## src/hdl/seven_segment_text_scan_driver_defines.svh

```systemverilog
// ============================================================================
// Assertion macros for the seven-segment scan driver
// Concurrent checks clocked on clk, with and without reset gating.
// ============================================================================
`ifndef SEVEN_SEGMENT_TEXT_SCAN_DRIVER_DEFINES_SVH
`define SEVEN_SEGMENT_TEXT_SCAN_DRIVER_DEFINES_SVH

`ifndef SYNTH
// check that is off while rst_n is low
`define SSD_ASSERT(lbl, prop, msg) \
  lbl: assert property (@(posedge clk) disable iff (!rst_n) prop) else $error(msg);
// check that also holds during reset
`define SSD_ASSERT_ALWAYS(lbl, prop, msg) \
  lbl: assert property (@(posedge clk) prop) else $error(msg);
`else
`define SSD_ASSERT(lbl, prop, msg)
`define SSD_ASSERT_ALWAYS(lbl, prop, msg)
`endif

`endif

```

## src/hdl/ssd_pkg.sv

```systemverilog
// ============================================================================
// ssd_pkg
// Shared constants, codes, types and the glyph table of the scan driver.
// ============================================================================
package ssd_pkg;

  localparam int DIGITS_PER_CHIP = 8;
  localparam int MAX_CHIPS_DEF   = 4;
  localparam int ROW_W           = 3;   // digit row within a chip
  localparam int CHIP_W          = 3;   // chip count / chip index
  localparam int COUNT_W         = 6;
  localparam int CFG_IDX_W       = 2;
  localparam int CFG_DATA_W      = 4;

  // command codes
  localparam logic [1:0] CMD_CLEAR   = 2'd0;
  localparam logic [1:0] CMD_CHAR    = 2'd1;
  localparam logic [1:0] CMD_REFRESH = 2'd2;

  // character status codes
  localparam logic [1:0] ST_OK       = 2'd0;
  localparam logic [1:0] ST_UNKNOWN  = 2'd1;
  localparam logic [1:0] ST_OVERFLOW = 2'd2;

  // result kinds
  localparam logic KIND_STATUS = 1'b0;
  localparam logic KIND_WORD   = 1'b1;

  // configuration register indexes
  localparam logic [CFG_IDX_W-1:0] CFG_NUM_CHIPS = 2'd0;
  localparam logic [CFG_IDX_W-1:0] CFG_REVERSE   = 2'd1;
  localparam logic [CFG_IDX_W-1:0] CFG_INTENSITY = 2'd2;

  localparam logic [3:0] REG_INTENSITY = 4'hA;
  localparam logic [7:0] POINT_BIT     = 8'h80;
  localparam logic [7:0] GLYPH_UNKNOWN = 8'hFF;
  localparam logic [7:0] CHAR_SPACE    = 8'h20;
  localparam logic [7:0] CHAR_TILDE    = 8'h7E;
  localparam logic [7:0] CHAR_POINT    = 8'h2E;

  typedef struct packed {
    logic [CHIP_W-1:0] chips;      // clamped to 1..MAX_CHIPS
    logic              reverse;
    logic [3:0]        intensity;
    logic              pending;    // intensity frame owed at next refresh
  } cfg_t;

  // printable ASCII 0x20..0x7E
  localparam logic [7:0] GLYPH_TBL [0:94] = '{
    8'h00, 8'hB0, 8'h22, 8'hFF, 8'hFF, 8'h49, 8'hFF, 8'h02,
    8'h4E, 8'h78, 8'h40, 8'hFF, 8'h10, 8'h01, 8'h80, 8'hFF,
    8'h7E, 8'h30, 8'h6D, 8'h79, 8'h33, 8'h5B, 8'h5F, 8'h70,
    8'h7F, 8'h7B, 8'h48, 8'h58, 8'hFF, 8'h09, 8'hFF, 8'h65,
    8'h6F, 8'h77, 8'h1F, 8'h4E, 8'h3D, 8'h4F, 8'h47, 8'h5E,
    8'h37, 8'h30, 8'h3C, 8'hFF, 8'h0E, 8'hFF, 8'h15, 8'h7E,
    8'h67, 8'hFE, 8'h05, 8'h5B, 8'h07, 8'h3E, 8'h3E, 8'h3F,
    8'hFF, 8'h27, 8'h6D, 8'h4E, 8'hFF, 8'h78, 8'hFF, 8'h08,
    8'h20, 8'h77, 8'h1F, 8'h0D, 8'h3D, 8'h4F, 8'h47, 8'h5E,
    8'h17, 8'h10, 8'h3C, 8'hFF, 8'h0E, 8'hFF, 8'h15, 8'h1D,
    8'h67, 8'hFF, 8'h05, 8'h5B, 8'h07, 8'h1C, 8'h1C, 8'hFF,
    8'hFF, 8'h27, 8'hFF, 8'h31, 8'h06, 8'h07, 8'h63
  };

  function automatic logic [7:0] glyph_of(logic [7:0] ch);
    logic [7:0] ofs;
    ofs = ch - CHAR_SPACE;
    if (ch >= CHAR_SPACE && ch <= CHAR_TILDE) begin
      return GLYPH_TBL[ofs[6:0]];
    end
    return GLYPH_UNKNOWN;
  endfunction

endpackage

```

## src/hdl/ssd_ifs.sv

```systemverilog
// ============================================================================
// ssd_in_if / ssd_out_if
// Valid/ready channels of the scan driver: command items and results.
// ============================================================================
interface ssd_in_if;
  logic       valid;
  logic       ready;
  logic [1:0] cmd;
  logic [7:0] char_code;
  logic       first_char;
  logic [4:0] str_pos;

  modport source (output valid, cmd, char_code, first_char, str_pos, input ready);
  modport sink   (input valid, cmd, char_code, first_char, str_pos, output ready);
endinterface

interface ssd_out_if;
  logic       valid;
  logic       ready;
  logic       kind;
  logic [3:0] reg_addr;
  logic [7:0] data_byte;
  logic       frame_end;
  logic       last;
  logic [1:0] status;
  logic [5:0] count;

  modport source (output valid, kind, reg_addr, data_byte, frame_end, last, status, count,
                  input ready);
  modport sink   (input valid, kind, reg_addr, data_byte, frame_end, last, status, count,
                  output ready);
endinterface

```

## src/hdl/ssd_ram.sv

```systemverilog
// ============================================================================
// ssd_ram
// Generic single-write, single-read RAM with registered read data.
// ============================================================================
module ssd_ram #(
  parameter int WIDTH = 8,
  parameter int DEPTH = 32,
  localparam int AW   = $clog2(DEPTH)
) (
  input  logic             clk,
  input  logic             we,
  input  logic [AW-1:0]    waddr,
  input  logic [WIDTH-1:0] wdata,
  input  logic             re,
  input  logic [AW-1:0]    raddr,
  output logic [WIDTH-1:0] rdata
);

  logic [WIDTH-1:0] mem [DEPTH];
  logic [WIDTH-1:0] rdata_r;

  always_ff @(posedge clk) begin
    if (we) begin
      mem[waddr] <= wdata;
    end
    if (re) begin
      rdata_r <= mem[raddr];
    end
  end

  assign rdata = rdata_r;

endmodule

```

## src/hdl/ssd_cfg.sv

```systemverilog
// ============================================================================
// ssd_cfg
// Configuration registers, chip count clamp and intensity-pending flag.
// ============================================================================
module ssd_cfg #(
  parameter int MAX_CHIPS = ssd_pkg::MAX_CHIPS_DEF
) (
  input  logic                             clk,
  input  logic                             rst_n,
  input  logic                             cfg_we,
  input  logic [ssd_pkg::CFG_IDX_W-1:0]    cfg_idx,
  input  logic [ssd_pkg::CFG_DATA_W-1:0]   cfg_wdata,
  input  logic                             pend_clr,
  output ssd_pkg::cfg_t                    cfg
);

  logic [ssd_pkg::CHIP_W-1:0] num_chips_r, num_chips_nxt;
  logic                       reverse_r, reverse_nxt;
  logic [3:0]                 intensity_r, intensity_nxt;
  logic                       pending_r, pending_nxt;

  always_comb begin
    num_chips_nxt = num_chips_r;
    reverse_nxt   = reverse_r;
    intensity_nxt = intensity_r;
    pending_nxt   = pending_r && !pend_clr;
    if (cfg_we) begin
      case (cfg_idx)
        ssd_pkg::CFG_NUM_CHIPS: num_chips_nxt = cfg_wdata[ssd_pkg::CHIP_W-1:0];
        ssd_pkg::CFG_REVERSE:   reverse_nxt   = cfg_wdata[0];
        ssd_pkg::CFG_INTENSITY: begin
          // only a changed value owes a new intensity frame
          if (cfg_wdata[3:0] != intensity_r) begin
            intensity_nxt = cfg_wdata[3:0];
            pending_nxt   = 1'b1;
          end
        end
        default: ;
      endcase
    end
  end

  always_ff @(posedge clk) begin
    if (!rst_n) begin
      num_chips_r <= ssd_pkg::CHIP_W'(1);
      reverse_r   <= 1'b0;
      intensity_r <= 4'd0;
      pending_r   <= 1'b1;
    end else begin
      num_chips_r <= num_chips_nxt;
      reverse_r   <= reverse_nxt;
      intensity_r <= intensity_nxt;
      pending_r   <= pending_nxt;
    end
  end

  always_comb begin
    if (num_chips_r == '0) begin
      cfg.chips = ssd_pkg::CHIP_W'(1);
    end else if (int'(num_chips_r) > MAX_CHIPS) begin
      cfg.chips = ssd_pkg::CHIP_W'(MAX_CHIPS);
    end else begin
      cfg.chips = num_chips_r;
    end
    cfg.reverse   = reverse_r;
    cfg.intensity = intensity_r;
    cfg.pending   = pending_r;
  end

endmodule

```

## src/hdl/ssd_seq.sv

```systemverilog
// ============================================================================
// ssd_seq
// Command sequencer: character writes and point read-modify-write on the
// digit RAM, refresh scan-out and the result register.
// ============================================================================
`include "seven_segment_text_scan_driver_defines.svh"

module ssd_seq #(
  parameter int MAX_CHIPS = ssd_pkg::MAX_CHIPS_DEF,
  localparam int BUF_LEN  = MAX_CHIPS * ssd_pkg::DIGITS_PER_CHIP,
  localparam int AW       = $clog2(BUF_LEN)
) (
  input  logic             clk,
  input  logic             rst_n,
  input  ssd_pkg::cfg_t    cfg,
  output logic             pend_clr,
  ssd_in_if.sink           in_ch,
  ssd_out_if.source        out_ch,
  output logic             ram_we,
  output logic [AW-1:0]    ram_waddr,
  output logic [7:0]       ram_wdata,
  output logic             ram_re,
  output logic [AW-1:0]    ram_raddr,
  input  logic [7:0]       ram_rdata
);

  localparam int CUR_W = ($clog2(BUF_LEN + 1) > ssd_pkg::COUNT_W) ?
                         $clog2(BUF_LEN + 1) : ssd_pkg::COUNT_W;
  localparam int CW    = ssd_pkg::CHIP_W;
  localparam int RW    = ssd_pkg::ROW_W;
  // highest cursor: one past the last start position, or the buffer end
  localparam int CUR_MAX = (BUF_LEN > 32) ? BUF_LEN : 32;

  typedef enum logic [5:0] {
    S_IDLE = 6'b000001,
    S_PTRD = 6'b000010,   // point: read data back, OR and write
    S_STAT = 6'b000100,   // character status result
    S_INT  = 6'b001000,   // intensity frame
    S_SCRD = 6'b010000,   // first scan read
    S_SCAN = 6'b100000    // scan words
  } state_t;

  state_t               state_r, state_nxt;
  logic [CUR_W-1:0]     cursor_r, cursor_nxt;
  logic [4:0]           start_r, start_nxt;
  logic                 stopped_r, stopped_nxt;
  logic [1:0]           status_r, status_nxt;
  logic [AW-1:0]        pt_addr_r, pt_addr_nxt;
  logic [RW-1:0]        row_r, row_nxt;
  logic [CW-1:0]        chip_r, chip_nxt;
  logic [BUF_LEN-1:0]   valid_r, valid_nxt;
  logic                 vld_rd_r, vld_rd_nxt;

  logic                 out_valid_r, out_valid_nxt;
  logic                 out_kind_r, out_kind_nxt;
  logic [3:0]           out_reg_r, out_reg_nxt;
  logic [7:0]           out_data_r, out_data_nxt;
  logic                 out_fe_r, out_fe_nxt;
  logic                 out_last_r, out_last_nxt;
  logic [1:0]           out_status_r, out_status_nxt;
  logic [5:0]           out_count_r, out_count_nxt;

  logic                 in_fire, out_free;
  logic [7:0]           glyph, rd_eff;
  logic [CUR_W-1:0]     cur_in, pc, limit;
  logic [4:0]           st_in;
  logic                 stop_in;
  logic                 last_j, last_row;
  logic [RW-1:0]        row_adv;
  logic [CW-1:0]        chip_adv;

  function automatic logic [AW-1:0] scan_addr(logic [RW-1:0] row, logic [CW-1:0] j,
                                              logic [CW-1:0] n, logic rev);
    logic [CW-1:0]    chip;
    logic [CW+RW-1:0] idx;
    chip = rev ? (n - CW'(1) - j) : j;
    idx  = {chip, row};
    return idx[AW-1:0];
  endfunction

  assign in_ch.ready = (state_r == S_IDLE);
  assign in_fire     = in_ch.valid && in_ch.ready;
  assign out_free    = !out_valid_r || out_ch.ready;

  assign glyph   = ssd_pkg::glyph_of(in_ch.char_code);
  assign limit   = CUR_W'({cfg.chips, {RW{1'b0}}});
  assign cur_in  = in_ch.first_char ? CUR_W'(in_ch.str_pos) : cursor_r;
  assign st_in   = in_ch.first_char ? in_ch.str_pos : start_r;
  assign stop_in = in_ch.first_char ? 1'b0 : stopped_r;
  assign pc      = (cur_in != CUR_W'(st_in)) ? cur_in - CUR_W'(1) : cur_in;
  assign rd_eff  = vld_rd_r ? ram_rdata : 8'h00;   // entries not written since reset or the last clear read as blank

  assign last_j   = (chip_r == cfg.chips - CW'(1));
  assign last_row = (row_r == RW'(ssd_pkg::DIGITS_PER_CHIP - 1));
  assign chip_adv = last_j ? '0 : chip_r + CW'(1);
  assign row_adv  = last_j ? row_r + RW'(1) : row_r;

  always_comb begin
    state_nxt      = state_r;
    cursor_nxt     = cursor_r;
    start_nxt      = start_r;
    stopped_nxt    = stopped_r;
    status_nxt     = status_r;
    pt_addr_nxt    = pt_addr_r;
    row_nxt        = row_r;
    chip_nxt       = chip_r;
    valid_nxt      = valid_r;
    pend_clr       = 1'b0;
    ram_we         = 1'b0;
    ram_waddr      = '0;
    ram_wdata      = '0;
    ram_re         = 1'b0;
    ram_raddr      = '0;
    out_valid_nxt  = out_valid_r && !out_ch.ready;
    out_kind_nxt   = out_kind_r;
    out_reg_nxt    = out_reg_r;
    out_data_nxt   = out_data_r;
    out_fe_nxt     = out_fe_r;
    out_last_nxt   = out_last_r;
    out_status_nxt = out_status_r;
    out_count_nxt  = out_count_r;

    case (state_r)
      S_IDLE: begin
        if (in_fire) begin
          case (in_ch.cmd)
            ssd_pkg::CMD_CLEAR: valid_nxt = '0;
            ssd_pkg::CMD_CHAR: begin
              cursor_nxt  = cur_in;
              start_nxt   = st_in;
              stopped_nxt = stop_in;
              status_nxt  = ssd_pkg::ST_OK;
              state_nxt   = S_STAT;
              if (stop_in) begin
                status_nxt = ssd_pkg::ST_OVERFLOW;
              end else if (in_ch.char_code == ssd_pkg::CHAR_POINT) begin
                cursor_nxt = CUR_W'(ssd_pkg::COUNT_W'(pc + CUR_W'(1)));
                if (pc < limit) begin
                  ram_re      = 1'b1;
                  ram_raddr   = pc[AW-1:0];
                  pt_addr_nxt = pc[AW-1:0];
                  state_nxt   = S_PTRD;
                end
              end else if (cur_in >= limit) begin
                stopped_nxt = 1'b1;
                status_nxt  = ssd_pkg::ST_OVERFLOW;
              end else begin
                ram_we                 = 1'b1;
                ram_waddr              = cur_in[AW-1:0];
                ram_wdata              = glyph;
                valid_nxt[cur_in[AW-1:0]] = 1'b1;
                cursor_nxt             = cur_in + CUR_W'(1);
                if (glyph == ssd_pkg::GLYPH_UNKNOWN) begin
                  status_nxt = ssd_pkg::ST_UNKNOWN;
                end
              end
            end
            ssd_pkg::CMD_REFRESH: begin
              row_nxt  = '0;
              chip_nxt = '0;
              if (cfg.pending) begin
                pend_clr  = 1'b1;
                state_nxt = S_INT;
              end else begin
                state_nxt = S_SCRD;
              end
            end
            default: ;
          endcase
        end
      end
      S_PTRD: begin
        ram_we                = 1'b1;
        ram_waddr             = pt_addr_r;
        ram_wdata             = rd_eff | ssd_pkg::POINT_BIT;
        valid_nxt[pt_addr_r]  = 1'b1;
        state_nxt             = S_STAT;
      end
      S_STAT: begin
        if (out_free) begin
          out_valid_nxt  = 1'b1;
          out_kind_nxt   = ssd_pkg::KIND_STATUS;
          out_reg_nxt    = '0;
          out_data_nxt   = '0;
          out_fe_nxt     = 1'b0;
          out_last_nxt   = 1'b1;
          out_status_nxt = status_r;
          out_count_nxt  = ssd_pkg::COUNT_W'(cursor_r - CUR_W'(start_r));
          state_nxt      = S_IDLE;
        end
      end
      S_INT: begin
        if (out_free) begin
          out_valid_nxt  = 1'b1;
          out_kind_nxt   = ssd_pkg::KIND_WORD;
          out_reg_nxt    = ssd_pkg::REG_INTENSITY;
          out_data_nxt   = {4'h0, cfg.intensity};
          out_fe_nxt     = last_j;
          out_last_nxt   = 1'b0;
          out_status_nxt = ssd_pkg::ST_OK;
          out_count_nxt  = '0;
          chip_nxt       = chip_adv;
          if (last_j) begin
            state_nxt = S_SCRD;
          end
        end
      end
      S_SCRD: begin
        ram_re    = 1'b1;
        ram_raddr = scan_addr(row_r, chip_r, cfg.chips, cfg.reverse);
        state_nxt = S_SCAN;
      end
      S_SCAN: begin
        if (out_free) begin
          out_valid_nxt  = 1'b1;
          out_kind_nxt   = ssd_pkg::KIND_WORD;
          out_reg_nxt    = 4'(ssd_pkg::DIGITS_PER_CHIP) - {1'b0, row_r};
          out_data_nxt   = rd_eff;
          out_fe_nxt     = last_j;
          out_last_nxt   = last_j && last_row;
          out_status_nxt = ssd_pkg::ST_OK;
          out_count_nxt  = '0;
          if (last_j && last_row) begin
            state_nxt = S_IDLE;
          end else begin
            // fetch the next word while this one goes out
            chip_nxt  = chip_adv;
            row_nxt   = row_adv;
            ram_re    = 1'b1;
            ram_raddr = scan_addr(row_adv, chip_adv, cfg.chips, cfg.reverse);
          end
        end
      end
      default: state_nxt = S_IDLE;
    endcase
  end

  assign vld_rd_nxt = ram_re ? valid_r[ram_raddr] : vld_rd_r;

  always_ff @(posedge clk) begin
    if (!rst_n) begin
      state_r     <= S_IDLE;
      cursor_r    <= '0;
      start_r     <= '0;
      stopped_r   <= 1'b0;
      valid_r     <= '0;
      out_valid_r <= 1'b0;
      row_r       <= '0;
      chip_r      <= '0;
    end else begin
      state_r     <= state_nxt;
      cursor_r    <= cursor_nxt;
      start_r     <= start_nxt;
      stopped_r   <= stopped_nxt;
      valid_r     <= valid_nxt;
      out_valid_r <= out_valid_nxt;
      row_r       <= row_nxt;
      chip_r      <= chip_nxt;
    end
  end

  always_ff @(posedge clk) begin
    status_r     <= status_nxt;
    pt_addr_r    <= pt_addr_nxt;
    vld_rd_r     <= vld_rd_nxt;
    out_kind_r   <= out_kind_nxt;
    out_reg_r    <= out_reg_nxt;
    out_data_r   <= out_data_nxt;
    out_fe_r     <= out_fe_nxt;
    out_last_r   <= out_last_nxt;
    out_status_r <= out_status_nxt;
    out_count_r  <= out_count_nxt;
  end

  assign out_ch.valid     = out_valid_r;
  assign out_ch.kind      = out_kind_r;
  assign out_ch.reg_addr  = out_reg_r;
  assign out_ch.data_byte = out_data_r;
  assign out_ch.frame_end = out_fe_r;
  assign out_ch.last      = out_last_r;
  assign out_ch.status    = out_status_r;
  assign out_ch.count     = out_count_r;

  // a stalled result stays offered until it is taken
  `SSD_ASSERT(a_out_hold, (out_valid_r && !out_ch.ready) |=> out_valid_r, "stalled result dropped")
  // cursor stays within one past the last start position or the buffer end
  `SSD_ASSERT(a_cursor_rng, cursor_r <= CUR_W'(CUR_MAX), "cursor out of range")
  // chip counter stays below the chips in use during a refresh
  `SSD_ASSERT(a_chip_rng, (state_r == S_INT || state_r == S_SCAN) |-> (chip_r < cfg.chips), "chip index out of range")
  // RMW interlock: no read and write of the digit RAM in the same cycle
  `SSD_ASSERT_ALWAYS(a_ram_excl, !(ram_we && ram_re), "RAM read and write overlap")

endmodule

```

## src/hdl/seven_segment_text_scan_driver.sv

```systemverilog
// ============================================================================
// seven_segment_text_scan_driver
// Text-to-segment buffer and serial scan-out for a chain of 8-digit chips.
// ============================================================================
// The block keeps an 8-segment digit buffer of MAX_CHIPS*8 entries in a
// single RAM with registered read, next to one valid bit per entry so that a
// clear command needs only to reset the valid bits and no clearing pass runs after
// reset. Items are taken one at a time. A character passes through the status
// state and waits for the result register ('.' first does a read-modify-write
// of the previous digit when it lies in the chain; the sequencer holds off the
// next item until the write-back lands, so no forwarding is needed). A refresh
// sends n intensity words when pending and then 8*n digit words, where n is
// the clamped chip count; after a first read state primes the RAM, one word
// goes out per cycle while the sink keeps ready high, since the read of the
// next digit overlaps the transfer of the current one. Clear and the unused
// command return to idle with no result. Configuration writes are taken
// at any edge with cfg_we high and should only be issued while idle.
module seven_segment_text_scan_driver #(
  parameter int MAX_CHIPS = ssd_pkg::MAX_CHIPS_DEF
) (
  input  logic                            clk,
  input  logic                            rst_n,
  // configuration write port
  input  logic                            cfg_we,
  input  logic [ssd_pkg::CFG_IDX_W-1:0]   cfg_idx,
  input  logic [ssd_pkg::CFG_DATA_W-1:0]  cfg_wdata,
  // command items in, results out
  ssd_in_if.sink                          in_ch,
  ssd_out_if.source                       out_ch
);

  localparam int BUF_LEN = MAX_CHIPS * ssd_pkg::DIGITS_PER_CHIP;
  localparam int AW      = $clog2(BUF_LEN);

  ssd_pkg::cfg_t  cfg;
  logic           pend_clr;

  // digit RAM ports
  logic           ram_we;
  logic [AW-1:0]  ram_waddr;
  logic [7:0]     ram_wdata;
  logic           ram_re;
  logic [AW-1:0]  ram_raddr;
  logic [7:0]     ram_rdata;

  // registers: chip count (clamped), order, intensity and its pending flag
  ssd_cfg #(
    .MAX_CHIPS (MAX_CHIPS)
  ) u_cfg (
    .clk       (clk),
    .rst_n     (rst_n),
    .cfg_we    (cfg_we),
    .cfg_idx   (cfg_idx),
    .cfg_wdata (cfg_wdata),
    .pend_clr  (pend_clr),
    .cfg       (cfg)
  );

  // sequencer: owns cursor, string state, valid bits and the result register
  ssd_seq #(
    .MAX_CHIPS (MAX_CHIPS)
  ) u_seq (
    .clk       (clk),
    .rst_n     (rst_n),
    .cfg       (cfg),
    .pend_clr  (pend_clr),
    .in_ch     (in_ch),
    .out_ch    (out_ch),
    .ram_we    (ram_we),
    .ram_waddr (ram_waddr),
    .ram_wdata (ram_wdata),
    .ram_re    (ram_re),
    .ram_raddr (ram_raddr),
    .ram_rdata (ram_rdata)
  );

  // digit buffer, one segment byte per position
  ssd_ram #(
    .WIDTH (8),
    .DEPTH (BUF_LEN)
  ) u_buf (
    .clk   (clk),
    .we    (ram_we),
    .waddr (ram_waddr),
    .wdata (ram_wdata),
    .re    (ram_re),
    .raddr (ram_raddr),
    .rdata (ram_rdata)
  );

endmodule

```

## src/flat_wrapper.sv

```systemverilog
// flat-port wrapper written by rule: the top's interface ports become plain ports
module seven_segment_text_scan_driver_flat 
#(
  parameter int MAX_CHIPS = ssd_pkg::MAX_CHIPS_DEF
)
  (clk, rst_n, cfg_we, cfg_idx, cfg_wdata, in_ch_valid, in_ch_cmd, in_ch_char_code, in_ch_first_char, in_ch_str_pos, in_ch_ready, out_ch_valid, out_ch_kind, out_ch_reg_addr, out_ch_data_byte, out_ch_frame_end, out_ch_last, out_ch_status, out_ch_count, out_ch_ready);
  ssd_in_if in_ch_i ();
  ssd_out_if out_ch_i ();
  input  logic clk;
  input  logic rst_n;
  input  logic cfg_we;
  input  logic [ssd_pkg::CFG_IDX_W-1:0] cfg_idx;
  input  logic [ssd_pkg::CFG_DATA_W-1:0] cfg_wdata;
  input wire logic [$bits(in_ch_i.valid)-1:0] in_ch_valid;
  input wire logic [$bits(in_ch_i.cmd)-1:0] in_ch_cmd;
  input wire logic [$bits(in_ch_i.char_code)-1:0] in_ch_char_code;
  input wire logic [$bits(in_ch_i.first_char)-1:0] in_ch_first_char;
  input wire logic [$bits(in_ch_i.str_pos)-1:0] in_ch_str_pos;
  output wire logic [$bits(in_ch_i.ready)-1:0] in_ch_ready;
  output wire logic [$bits(out_ch_i.valid)-1:0] out_ch_valid;
  output wire logic [$bits(out_ch_i.kind)-1:0] out_ch_kind;
  output wire logic [$bits(out_ch_i.reg_addr)-1:0] out_ch_reg_addr;
  output wire logic [$bits(out_ch_i.data_byte)-1:0] out_ch_data_byte;
  output wire logic [$bits(out_ch_i.frame_end)-1:0] out_ch_frame_end;
  output wire logic [$bits(out_ch_i.last)-1:0] out_ch_last;
  output wire logic [$bits(out_ch_i.status)-1:0] out_ch_status;
  output wire logic [$bits(out_ch_i.count)-1:0] out_ch_count;
  input wire logic [$bits(out_ch_i.ready)-1:0] out_ch_ready;
  assign in_ch_i.valid = in_ch_valid;
  assign in_ch_i.cmd = in_ch_cmd;
  assign in_ch_i.char_code = in_ch_char_code;
  assign in_ch_i.first_char = in_ch_first_char;
  assign in_ch_i.str_pos = in_ch_str_pos;
  assign in_ch_ready = in_ch_i.ready;
  assign out_ch_valid = out_ch_i.valid;
  assign out_ch_kind = out_ch_i.kind;
  assign out_ch_reg_addr = out_ch_i.reg_addr;
  assign out_ch_data_byte = out_ch_i.data_byte;
  assign out_ch_frame_end = out_ch_i.frame_end;
  assign out_ch_last = out_ch_i.last;
  assign out_ch_status = out_ch_i.status;
  assign out_ch_count = out_ch_i.count;
  assign out_ch_i.ready = out_ch_ready;
  seven_segment_text_scan_driver #(.MAX_CHIPS(MAX_CHIPS)) u_core (.clk(clk), .rst_n(rst_n), .cfg_we(cfg_we), .cfg_idx(cfg_idx), .cfg_wdata(cfg_wdata), .in_ch(in_ch_i), .out_ch(out_ch_i));
endmodule
```

## config.mk

```make
export PLATFORM = sky130hd
export DESIGN_NAME = seven_segment_text_scan_driver_flat
export DESIGN_NICKNAME = d
export VERILOG_FILES = /design/src/hdl/ssd_pkg.sv /design/src/hdl/ssd_ifs.sv /design/src/hdl/ssd_ram.sv /design/src/hdl/ssd_cfg.sv /design/src/hdl/ssd_seq.sv /design/src/hdl/seven_segment_text_scan_driver.sv /design/src/flat_wrapper.sv
export VERILOG_INCLUDE_DIRS = /design/src /design/src/hdl
export SDC_FILE = /design/constraint.sdc
export NUM_CORES = 1
export LEC_CHECK = 0
export ABC_AREA = 1
export BUFFER_PORTS_ARGS = -buffer_cell sky130_fd_sc_hd__buf_2
export CAP_MARGIN = 20
export CORE_MARGIN = 1
export CORE_UTILIZATION = 60
export CTS_CLUSTER_DIAMETER = 60
export DETAILED_ROUTE_END_ITERATION = 10
export PLACE_DENSITY = 0.77
export SLEW_MARGIN = 20
export SYNTH_ARGS = -nofsm -noshare
export SYNTH_HDL_FRONTEND = slang
export SYNTH_SLANG_ARGS = --single-unit
```

## constraint.sdc

```tcl
create_clock -name clk -period 9.4 [get_ports clk]
set_input_delay 2.35 -clock clk [delete_from_list [all_inputs] [get_ports clk]]
set_output_delay 2.35 -clock clk [all_outputs]
set_load 0.1 [all_outputs]
```

==> results of run 1 <==
## Yosys cell counts (6+ instances only)
cell type	number
sky130_fd_sc_hd__o22ai_1	6
sky130_fd_sc_hd__buf_2	36
sky130_fd_sc_hd__o211ai_1	15
sky130_fd_sc_hd__a21oi_1	81
sky130_fd_sc_hd__nand3_1	373
sky130_fd_sc_hd__nor3_1	22
sky130_fd_sc_hd__o21bai_1	6
sky130_fd_sc_hd__edfxtp_1	295
sky130_fd_sc_hd__clkbuf_1	53
sky130_fd_sc_hd__xor2_1	7
sky130_fd_sc_hd__buf_4	9
sky130_fd_sc_hd__clkinv_1	6
sky130_fd_sc_hd__nand4_1	8
sky130_fd_sc_hd__nand2_2	6
sky130_fd_sc_hd__buf_1	8
sky130_fd_sc_hd__o21ai_0	132
sky130_fd_sc_hd__nand2_1	437
sky130_fd_sc_hd__a22oi_1	6
sky130_fd_sc_hd__a211oi_1	23
sky130_fd_sc_hd__a31oi_1	20
sky130_fd_sc_hd__xnor2_1	8
sky130_fd_sc_hd__nor2_1	153
sky130_fd_sc_hd__ha_1	35
sky130_fd_sc_hd__dfxtp_1	66
sky130_fd_sc_hd__inv_1	291
sky130_fd_sc_hd__nand3b_1	40
sky130_fd_sc_hd__inv_2	18
## kinds of logic (layout without fill, tap and decap cells)
group	after synthesis	after routing	synth area share, %
buffers and inverters	423	461	8.79
AO/OA/AOI/OAI	319	319	9.76
flip-flops	361	361	53.2
AND/OR/NAND/NOR	1061	1061	25.1
adder cells (fa/ha/maj)	36	36	2.39
XOR/XNOR	16	16	0.772
## layer usage
| layer | global-route usage [%] | vias up |
|---|---|---|
| met5 | 0 | - |
| met3 | 5.36 | 161 |
| met2 | 53.1 | 870 |
| li1 | - | 7553 |
| met4 | 15.8 | 0 |
| met1 | 43.1 | 7584 |
## placed cells by master (no fill, tap or decap), types with 3 or more instances in the layout
cell type	n
sky130_fd_sc_hd__o21a_1	3
sky130_fd_sc_hd__nor4_1	5
sky130_fd_sc_hd__a31oi_1	20
sky130_fd_sc_hd__o22ai_1	6
sky130_fd_sc_hd__nor3_1	22
sky130_fd_sc_hd__nand4_1	8
sky130_fd_sc_hd__clkbuf_16	43
sky130_fd_sc_hd__clkbuf_1	10
sky130_fd_sc_hd__a221oi_1	5
sky130_fd_sc_hd__xor2_1	7
sky130_fd_sc_hd__buf_2	51
sky130_fd_sc_hd__dfxtp_1	66
sky130_fd_sc_hd__nand3_1	373
sky130_fd_sc_hd__nor2_4	5
sky130_fd_sc_hd__xnor2_1	8
sky130_fd_sc_hd__bufinv_16	3
sky130_fd_sc_hd__buf_4	19
sky130_fd_sc_hd__o221ai_1	3
sky130_fd_sc_hd__nand2_1	437
sky130_fd_sc_hd__nor2_1	153
sky130_fd_sc_hd__a211oi_1	23
sky130_fd_sc_hd__inv_6	3
sky130_fd_sc_hd__clkinv_2	6
sky130_fd_sc_hd__nand3b_1	40
sky130_fd_sc_hd__inv_2	18
sky130_fd_sc_hd__edfxtp_1	295
sky130_fd_sc_hd__inv_1	291
sky130_fd_sc_hd__a21oi_1	81
sky130_fd_sc_hd__ha_1	35
sky130_fd_sc_hd__o211ai_1	15
sky130_fd_sc_hd__o21ai_0	125
sky130_fd_sc_hd__o21bai_1	6
sky130_fd_sc_hd__a22oi_1	6
sky130_fd_sc_hd__clkinv_1	14
sky130_fd_sc_hd__o21ai_2	8
sky130_fd_sc_hd__nand2_2	6
## stage by stage
step           total power (uW)  hold slack [ps]  cells
4_1_cts                    4230              491   2656
2_1_floorplan              2470              453   2216
6_report                   4230              495   2656
3_5_place_dp               2650              484   2580
5_1_grt                    4380              516   2656
3_3_place_gp               2630              463   2580
## critical path, delay by kind of cell
family | cells | cell delay [ps]
buf+inv | 6 | 2000
simple gates | 14 | 1960
compound gates | 1 | 400
fa+ha+maj | 1 | 290
## sequential cells by signal (all words and copies together) (netlist names)
name,count
u_core.u_buf.mem,256
u_core.u_seq.valid_r,32
u_core.u_buf.rdata,8
u_core.u_seq.out_ch.data_byte,8
u_core.u_seq.cursor_r,6
u_core.u_seq.out_ch.count,6
u_core.u_seq.state_r,6
u_core.u_seq.pt_addr_r,5
u_core.u_seq.start_r,5
u_core.u_cfg.intensity_r,4
u_core.u_seq.out_ch.reg_addr,4
u_core.u_cfg.num_chips_r,3
u_core.u_seq.chip_r,3
u_core.u_seq.row_r,3
u_core.u_seq.out_ch.status,2
u_core.u_seq.status_r,2
u_core.u_cfg.pending_r,1
u_core.u_cfg.reverse_r,1
u_core.u_seq.out_ch.frame_end,1
u_core.u_seq.out_ch.kind,1
u_core.u_seq.out_ch.last,1
u_core.u_seq.out_ch.valid,1
u_core.u_seq.stopped_r,1
u_core.u_seq.vld_rd_r,1
## power breakdown
part / internal (uW) / switching, uW
Clock: 941 / 655
Sequential: 1810 / 37.1
Combinational: 208 / 574
## final timing paths
kind                                     from                     end  slack, ps  depth (start not counted)
setup / recovery             in_ch_first_char   u_core.u_buf.rdata[5]       2610                         22
hold / removal         u_core.u_seq.stopped_r  u_core.u_seq.stopped_r        490                          2
setup reg to reg  u_core.u_cfg.num_chips_r[2]   u_core.u_buf.rdata[7]       4260                         21
hold reg to reg        u_core.u_seq.stopped_r  u_core.u_seq.stopped_r        490                          2
## layout make-up
class / instances / share of cell area (%)
repair buffers: 70 / 1.90
clock inverters: 21 / 0.986
multi-input cells: 1432 / 35.0
inverters: 315 / 5.65
well taps: 402 / 2.40
clock buffers: 55 / 5.45
flip-flops and latches: 361 / 48.6
==> implementation parameters, run 1 <==
Parameter                              Value

Critical path
  CP Data Required Time ... 9710 ps
  Nature of the critical path startpoint ... primary input
  Worst-path maximum fanout ... 87
  Slowest CP cell ... sky130_fd_sc_hd__buf_4
  Series of cell instances along the critical path ... buf_2, inv_2, nand2_1, nand2_1, nor3_1, nand2_1, o221ai_1, inv_1, ha_1, nand2_1, inv_1, nand2_2, nand4_1, buf_4, buf_4, nand3_1, nand3_1, nand3_1, nand3_1, nand2_1, nand2_1, nand2_1
  Kind of critical path ... primary input to flop
  Cell repeated most along the worst path ... sky130_fd_sc_hd__nand2_1
  Largest stage delay on the critical path ... 800 ps
  Nature of the critical path endpoint ... flop
  Worst Path Arrival ... 7100 ps

GRT
  Initial antenna violation count ... 0
  Total overflow reported by the global router ... 0
  Number of global-route vias before repair ... 15200
  Global-route usage over all layers ... 32.7%
  First-pass GRT wire length ... 83400 microns
  Maximum number of pins on one net before global-route repair ... 145

Synthesis
  Post-synthesis cell type with the largest combined area ... sky130_fd_sc_hd__edfxtp_1
  Post-synthesis sequential area ratio ... 53.2%
  Async S/R FF share, synth ... 0%
  Most used flip-flop cell after synthesis ... sky130_fd_sc_hd__edfxtp_1
  Post-synthesis cell count ... 2216
  Count of synthesis-stage warnings from yosys ... 0
  Mapped Area ... 19100 sq um
  Number of nets in the synthesized netlist ... 2279
  Flip-flop and latch count after synthesis ... 361
  Number of distinct library cells after synthesis ... 59
  Synthesized area divided by synthesized cell count ... 8.64 sq um
  EDFF count, synth ... 295
  Share of Yosys cell area claimed by the top area cell type ... 46.3%
  Leading post-synthesis cells by cell area ... sky130_fd_sc_hd__edfxtp_1 (46%), sky130_fd_sc_hd__nand3_1 (9.8%), sky130_fd_sc_hd__nand2_1 (8.6%)

Detailed routing
  Final antenna-violating net count ... 0
  Routed vias ... 16200
  Number of search-and-repair iterations in the first detailed-routing pass ... 6
  Total DRC errors in the routed layout ... 0
  Number of DRC markers in iteration 0 ... 1928
  Wire length on met2 ... 24800 microns
  Highest signal layer in the routed design ... met4
  Ratio of routed vias to standard cells ... 6.09
  Post-detailed-route wirelength per cell ... 20.0 microns
  Post-Route M1 WL ... 20900 microns
  Final wirelength ... 53100 microns
  Met3 Wirelength ... 4920 microns

Cells and area
  Footprint of the flip-flops and latches ... 10200 sq um
  Antenna diodes ... 0
  Combined area of the multi-input logic cells ... 7320 sq um
  Final-stage net count ... 2284
  Area growth from synthesis to layout ... 9.37%
  Number of filler cells placed in the layout ... 2563
  Summed area of non-filler cells in the final layout ... 20900 sq um
  Share of layout cells above drive strength 1 ... 8.07%
  Final core area utilization ... 66.5%

Timing
  RSZ-0062 raised after global routing ... no
  Final hold violation count ... 0
  Worst-case headroom to the max-slew limit ... 31.6%
  Clock period minus final worst setup slack ... 6790 ps
  Actual slew at the worst max-slew pin ... 1030 ps
  Clock skew after layout ... 26.3 ps
  Final setup violating endpoints ... 0
  Period utilisation layout ... 72.2%
  Achievable clock frequency ... 0.147 GHz
  Post-layout worst setup margin ... 2610 ps
  Total Neg Setup Slack ... 0 ps
  Final number of max-transition violations ... 0

Floorplanning
  Num rows ... 65
  Starting density of the core ... 60.8%
  Core box area ... 31500 sq um
  Total Die Area ... 32600 sq um
  Die Ht ... 181 microns
  Die outline width ... 181 microns
  Count of pins on the block boundary ... 52

Clock tree
  Clk pin slew, worst setup/hold paths ... 60 ps
  TritonCTS clock tree ... yes
  Clk_lat worst skew ... 560 ps
  CTS-repair resized insts ... 0
  Clock buffer count from CTS ... 41
  CTS root buffer ... sky130_fd_sc_hd__clkbuf_16
  Longest Clk Path Bufs ... 3
  H-Tree Depth ... 2
  Number of buffers added for setup after CTS ... 0
  Number of clock sinks ... 361
  Post-cts hold buffer count ... 0

Place
  DP Area ... 19600 sq um
  Detail Placement HPWL ... 33800 microns
  IO buf count ... 51
  Final Wtd Congestion ... 0.954
  Dpl ws ... 2240 ps

Status
  Status ... finished clean

Pwr
  Leakage power total ... 0.00849 uW
  PD cells ... 202 nW/um^2
  Worst vdd ir ... 0.190 mV

Run
  Max-cap violations ... 0

Worst hold path
  Class of the tightest hold or removal check ... flop to flop
Note: power is estimated with default switching activity, not from simulation.
==> run 2, diff against run 1 <==
- ABC_AREA: 1 -> 0
- clock period: 9.4 -> 6.8 ns (I/O delays scaled with it)
==> run 2 against run 1 <==
Effect of this change: clock-buffer cell count shrank 6; first-iteration DRC count grew 1.9%; die area shrank 6.2%; global-route usage shrank 0.73 points; area after synthesis shrank 6.3%; register-to-register slack lost 2700 ps; sequential power grew 34%; flip-flop and latch count is the same; critical path type unchanged.
==> implementation parameters, run 2 <==
Parameter                              Value

Status
  Status ... finished clean

Timing
  Achievable clock frequency ... 0.163 GHz
  Total Neg Setup Slack ... 0 ps
  Final setup violating endpoints ... 0
  Final number of max-transition violations ... 0
  Clock period minus final worst setup slack ... 6130 ps
  Period utilisation layout ... 90.2%
  Clock skew after layout ... 24.8 ps
  Worst Hold Margin ... 477 ps
  Worst-case headroom to the max-slew limit ... 28.2%
  Post-layout worst setup margin ... 669 ps
  Final hold violation count ... 0
  RSZ-0062 raised after global routing ... no
  Actual slew at the worst max-slew pin ... 1070 ps

Cells and area
  Final-stage net count ... 1785
  Flip-flop count of the largest register, all copies and words added ... 256
  Share of layout cells above drive strength 1 ... 11.3%
  Area growth from synthesis to layout ... 10.6%
  Top register by number of flip-flops ... u_core.u_buf.mem
  Antenna diodes ... 0
  Number of filler cells placed in the layout ... 2200
  Most frequent cells in the layout ... sky130_fd_sc_hd__nand2_1 (300), sky130_fd_sc_hd__edfxtp_1 (295), sky130_fd_sc_hd__nor2_1 (149)
  Leading registers by flop count ... u_core.u_buf.mem: 256 flops, u_core.u_seq.valid_r: 32 flops
  Commonest non-fill, non-tap cell in the layout ... sky130_fd_sc_hd__nand2_1

Floorplanning
  Core box area ... 29000 sq um
  Count of pins on the block boundary ... 52
  Num rows ... 62
  Total Die Area ... 30600 sq um
  Starting density of the core ... 61.8%
  Die Ht ... 175 microns
  Die outline width ... 175 microns

Synthesis
  Xor-xnor portion of the synthesized cell area ... 1.74%
  Most used flip-flop cell after synthesis ... sky130_fd_sc_hd__edfxtp_1
  Post-synthesis sequential area ratio ... 56.8%
  EDFF count, synth ... 295
  Share of Yosys cell area claimed by the top area cell type ... 49.4%
  Synthesized area divided by synthesized cell count ... 10.6 sq um
  Leading post-synthesis cells by cell area ... sky130_fd_sc_hd__edfxtp_1 (49%), sky130_fd_sc_hd__dfxtp_1 (7.4%), sky130_fd_sc_hd__nand2_1 (6.3%)
  Post-synthesis cell count ... 1684
  Largest family of logic cells by synthesized area ... simple AND/OR/NAND/NOR gates
  Share of the synthesized area in compound gates (AO/OA/AOI/OAI) ... 13.0%
  Share of synthesized cell area in full adder, half adder and majority cells ... 2.61%
  Number of nets in the synthesized netlist ... 1747
  Number of distinct library cells after synthesis ... 89
  Count of synthesis-stage warnings from yosys ... 0
  Async S/R FF share, synth ... 0%
  Mapped Area ... 17900 sq um
  Most common cell in the synthesized netlist ... sky130_fd_sc_hd__nand2_1
  Post-synthesis cell type with the largest combined area ... sky130_fd_sc_hd__edfxtp_1
  Synth cell count leaders ... sky130_fd_sc_hd__nand2_1 (300), sky130_fd_sc_hd__edfxtp_1 (295), sky130_fd_sc_hd__nor2_1 (149)
  Mux contribution to synthesized area ... 4.51%
  Flip-flop and latch count after synthesis ... 361
  Post-synthesis share of cell area spent on and, or, nand and nor gates ... 17.9%

Clock tree
  Number of clock sinks ... 361
  Longest Clk Path Bufs ... 3
  Post-cts hold buffer count ... 0
  CTS-repair resized insts ... 0
  Clk_lat worst skew ... 550 ps
  TritonCTS clock tree ... yes
  Number of buffers added for setup after CTS ... 0
  Clk pin slew, worst setup/hold paths ... 60 ps
  H-Tree Depth ... 2
  Clock buffer count from CTS ... 39
  CTS root buffer ... sky130_fd_sc_hd__clkbuf_16

Critical path
  Kind of critical path ... primary input to flop
  Largest stage delay on the critical path ... 700 ps
  Series of cell instances along the critical path ... buf_2, o21a_1, ha_1, nand2b_1, a2111oi_0, xnor2_1, ha_1, o311ai_1, o311a_4, a21boi_2, nand2b_1, a31o_2, o21ai_0, o2111ai_1, o211ai_1
  Worst-path maximum fanout ... 20
  Nature of the critical path startpoint ... primary input
  Number of buffers and inverters on the critical path ... 1
  Slowest CP cell ... sky130_fd_sc_hd__a21boi_2
  Nature of the critical path endpoint ... flop
  Largest delay share family, worst path ... compound AO/OA/AOI/OAI gates
  Worst Path Arrival ... 6510 ps
  CP Data Required Time ... 7180 ps

Place
  IO buf count ... 51
  Dpl ws ... 261 ps
  Detail Placement HPWL ... 32500 microns
  Final Wtd Congestion ... 0.978

Detailed routing
  Final wirelength ... 48400 microns
  Number of search-and-repair iterations in the first detailed-routing pass ... 6
  Total DRC errors in the routed layout ... 0
  Post-detailed-route wirelength per cell ... 22.7 microns
  Ratio of routed vias to standard cells ... 6.49
  Routed vias ... 13800
  Number of DRC markers in iteration 0 ... 1965
  Final antenna-violating net count ... 0

GRT
  First-pass GRT wire length ... 75500 microns
  Number of global-route vias before repair ... 12900
  Initial antenna violation count ... 0
  Total overflow reported by the global router ... 0
  Maximum number of pins on one net before global-route repair ... 56
  Global-route usage over all layers ... 32.0%

Pwr
  PD cells ... 262 nW/um^2
  Worst vdd ir ... 0.195 mV
  Leakage power total ... 0.00732 uW
  Total power consumption of the routed design ... 5200 uW

Worst hold path
  Class of the tightest hold or removal check ... flop to flop

Run
  Max-cap violations ... 0
## run 2: worst paths after layout
kind                            slack (ps)  cells after the start                 endpoint                   startpoint
worst max-delay path                   670                     15    u_core.u_buf.rdata[1]             in_ch_first_char
worst min-delay path                   480                      2  u_core.u_seq.valid_r[4]      u_core.u_seq.valid_r[4]
worst max register to register        1540                     16    u_core.u_buf.rdata[1]  u_core.u_cfg.num_chips_r[1]
worst min register to register         480                      2  u_core.u_seq.valid_r[4]      u_core.u_seq.valid_r[4]
## run 2: layout make-up
cell class	count	area (sq um)	share of cell area (%)
Inverter	35	131	0.663
Sequential cell	361	10200	51.3
Timing Repair Buffer	92	613	3.09
Multi-Input combinational cell	1193	7190	36.3
Clock buffer	49	1040	5.26
Tap cell	384	480	2.42
Clock inverter	20	189	0.953
## run 2: per-layer routing
| layer | GRT usage, % | vias to the layer above | wire length (microns) |
|---|---|---|---|
| met3 | 4.66 | 123 | 4550 |
| met5 | 0 | - | 0 |
| li1 | - | 6270 | - |
| met4 | 11.2 | 0 | 1550 |
| met2 | 50.1 | 860 | 22400 |
| met1 | 45.8 | 6586 | 19800 |
## run 2: worst reg2reg max path, stage by stage, from the launching register on
cell	delay (ps)
sky130_fd_sc_hd__dfxtp_1	330
sky130_fd_sc_hd__nor2b_1	130
sky130_fd_sc_hd__nor2_1	410
sky130_fd_sc_hd__inv_1	280
sky130_fd_sc_hd__ha_1	420
sky130_fd_sc_hd__xnor2_1	210
sky130_fd_sc_hd__nor3_2	280
sky130_fd_sc_hd__nor2_1	90
sky130_fd_sc_hd__ha_1	280
sky130_fd_sc_hd__o311ai_0	120
sky130_fd_sc_hd__o21ai_0	240
sky130_fd_sc_hd__a21boi_2	780
sky130_fd_sc_hd__nand2b_1	320
sky130_fd_sc_hd__a31o_2	290
sky130_fd_sc_hd__o21ai_0	520
sky130_fd_sc_hd__o2111ai_1	260
sky130_fd_sc_hd__o211ai_1	140
## run 2: kinds of logic (layout without fill, tap and decap cells)
family / Yosys count / in the layout
simple gates: 705 / 705
flops: 361 / 361
compound gates: 342 / 342
buf+inv: 130 / 196
mux: 76 / 76
fa+ha+maj: 37 / 37
xor+xnor: 33 / 33
## run 2: metrics by stage
step / cell area, sq um / utilization [%] / std cells
floorplan: 17900 / - / 1684
global placement: 18600 / 64.0 / 2064
detailed placement: 18600 / 64.1 / 2065
CTS: 19800 / 68.3 / 2134
global route: 19800 / 68.3 / 2134
finish: 19800 / 68.3 / 2134
## run 2: power breakdown
part | internal [uW] | leakage [uW] | total, uW | switching, uW
clock network | 1170 | 0.000609 | 2040 | 867
registers | 2440 | 0.00326 | 2470 | 27.4
logic | 202 | 0.00345 | 695 | 493
total | 3820 | 0.00732 | 5200 | 1390
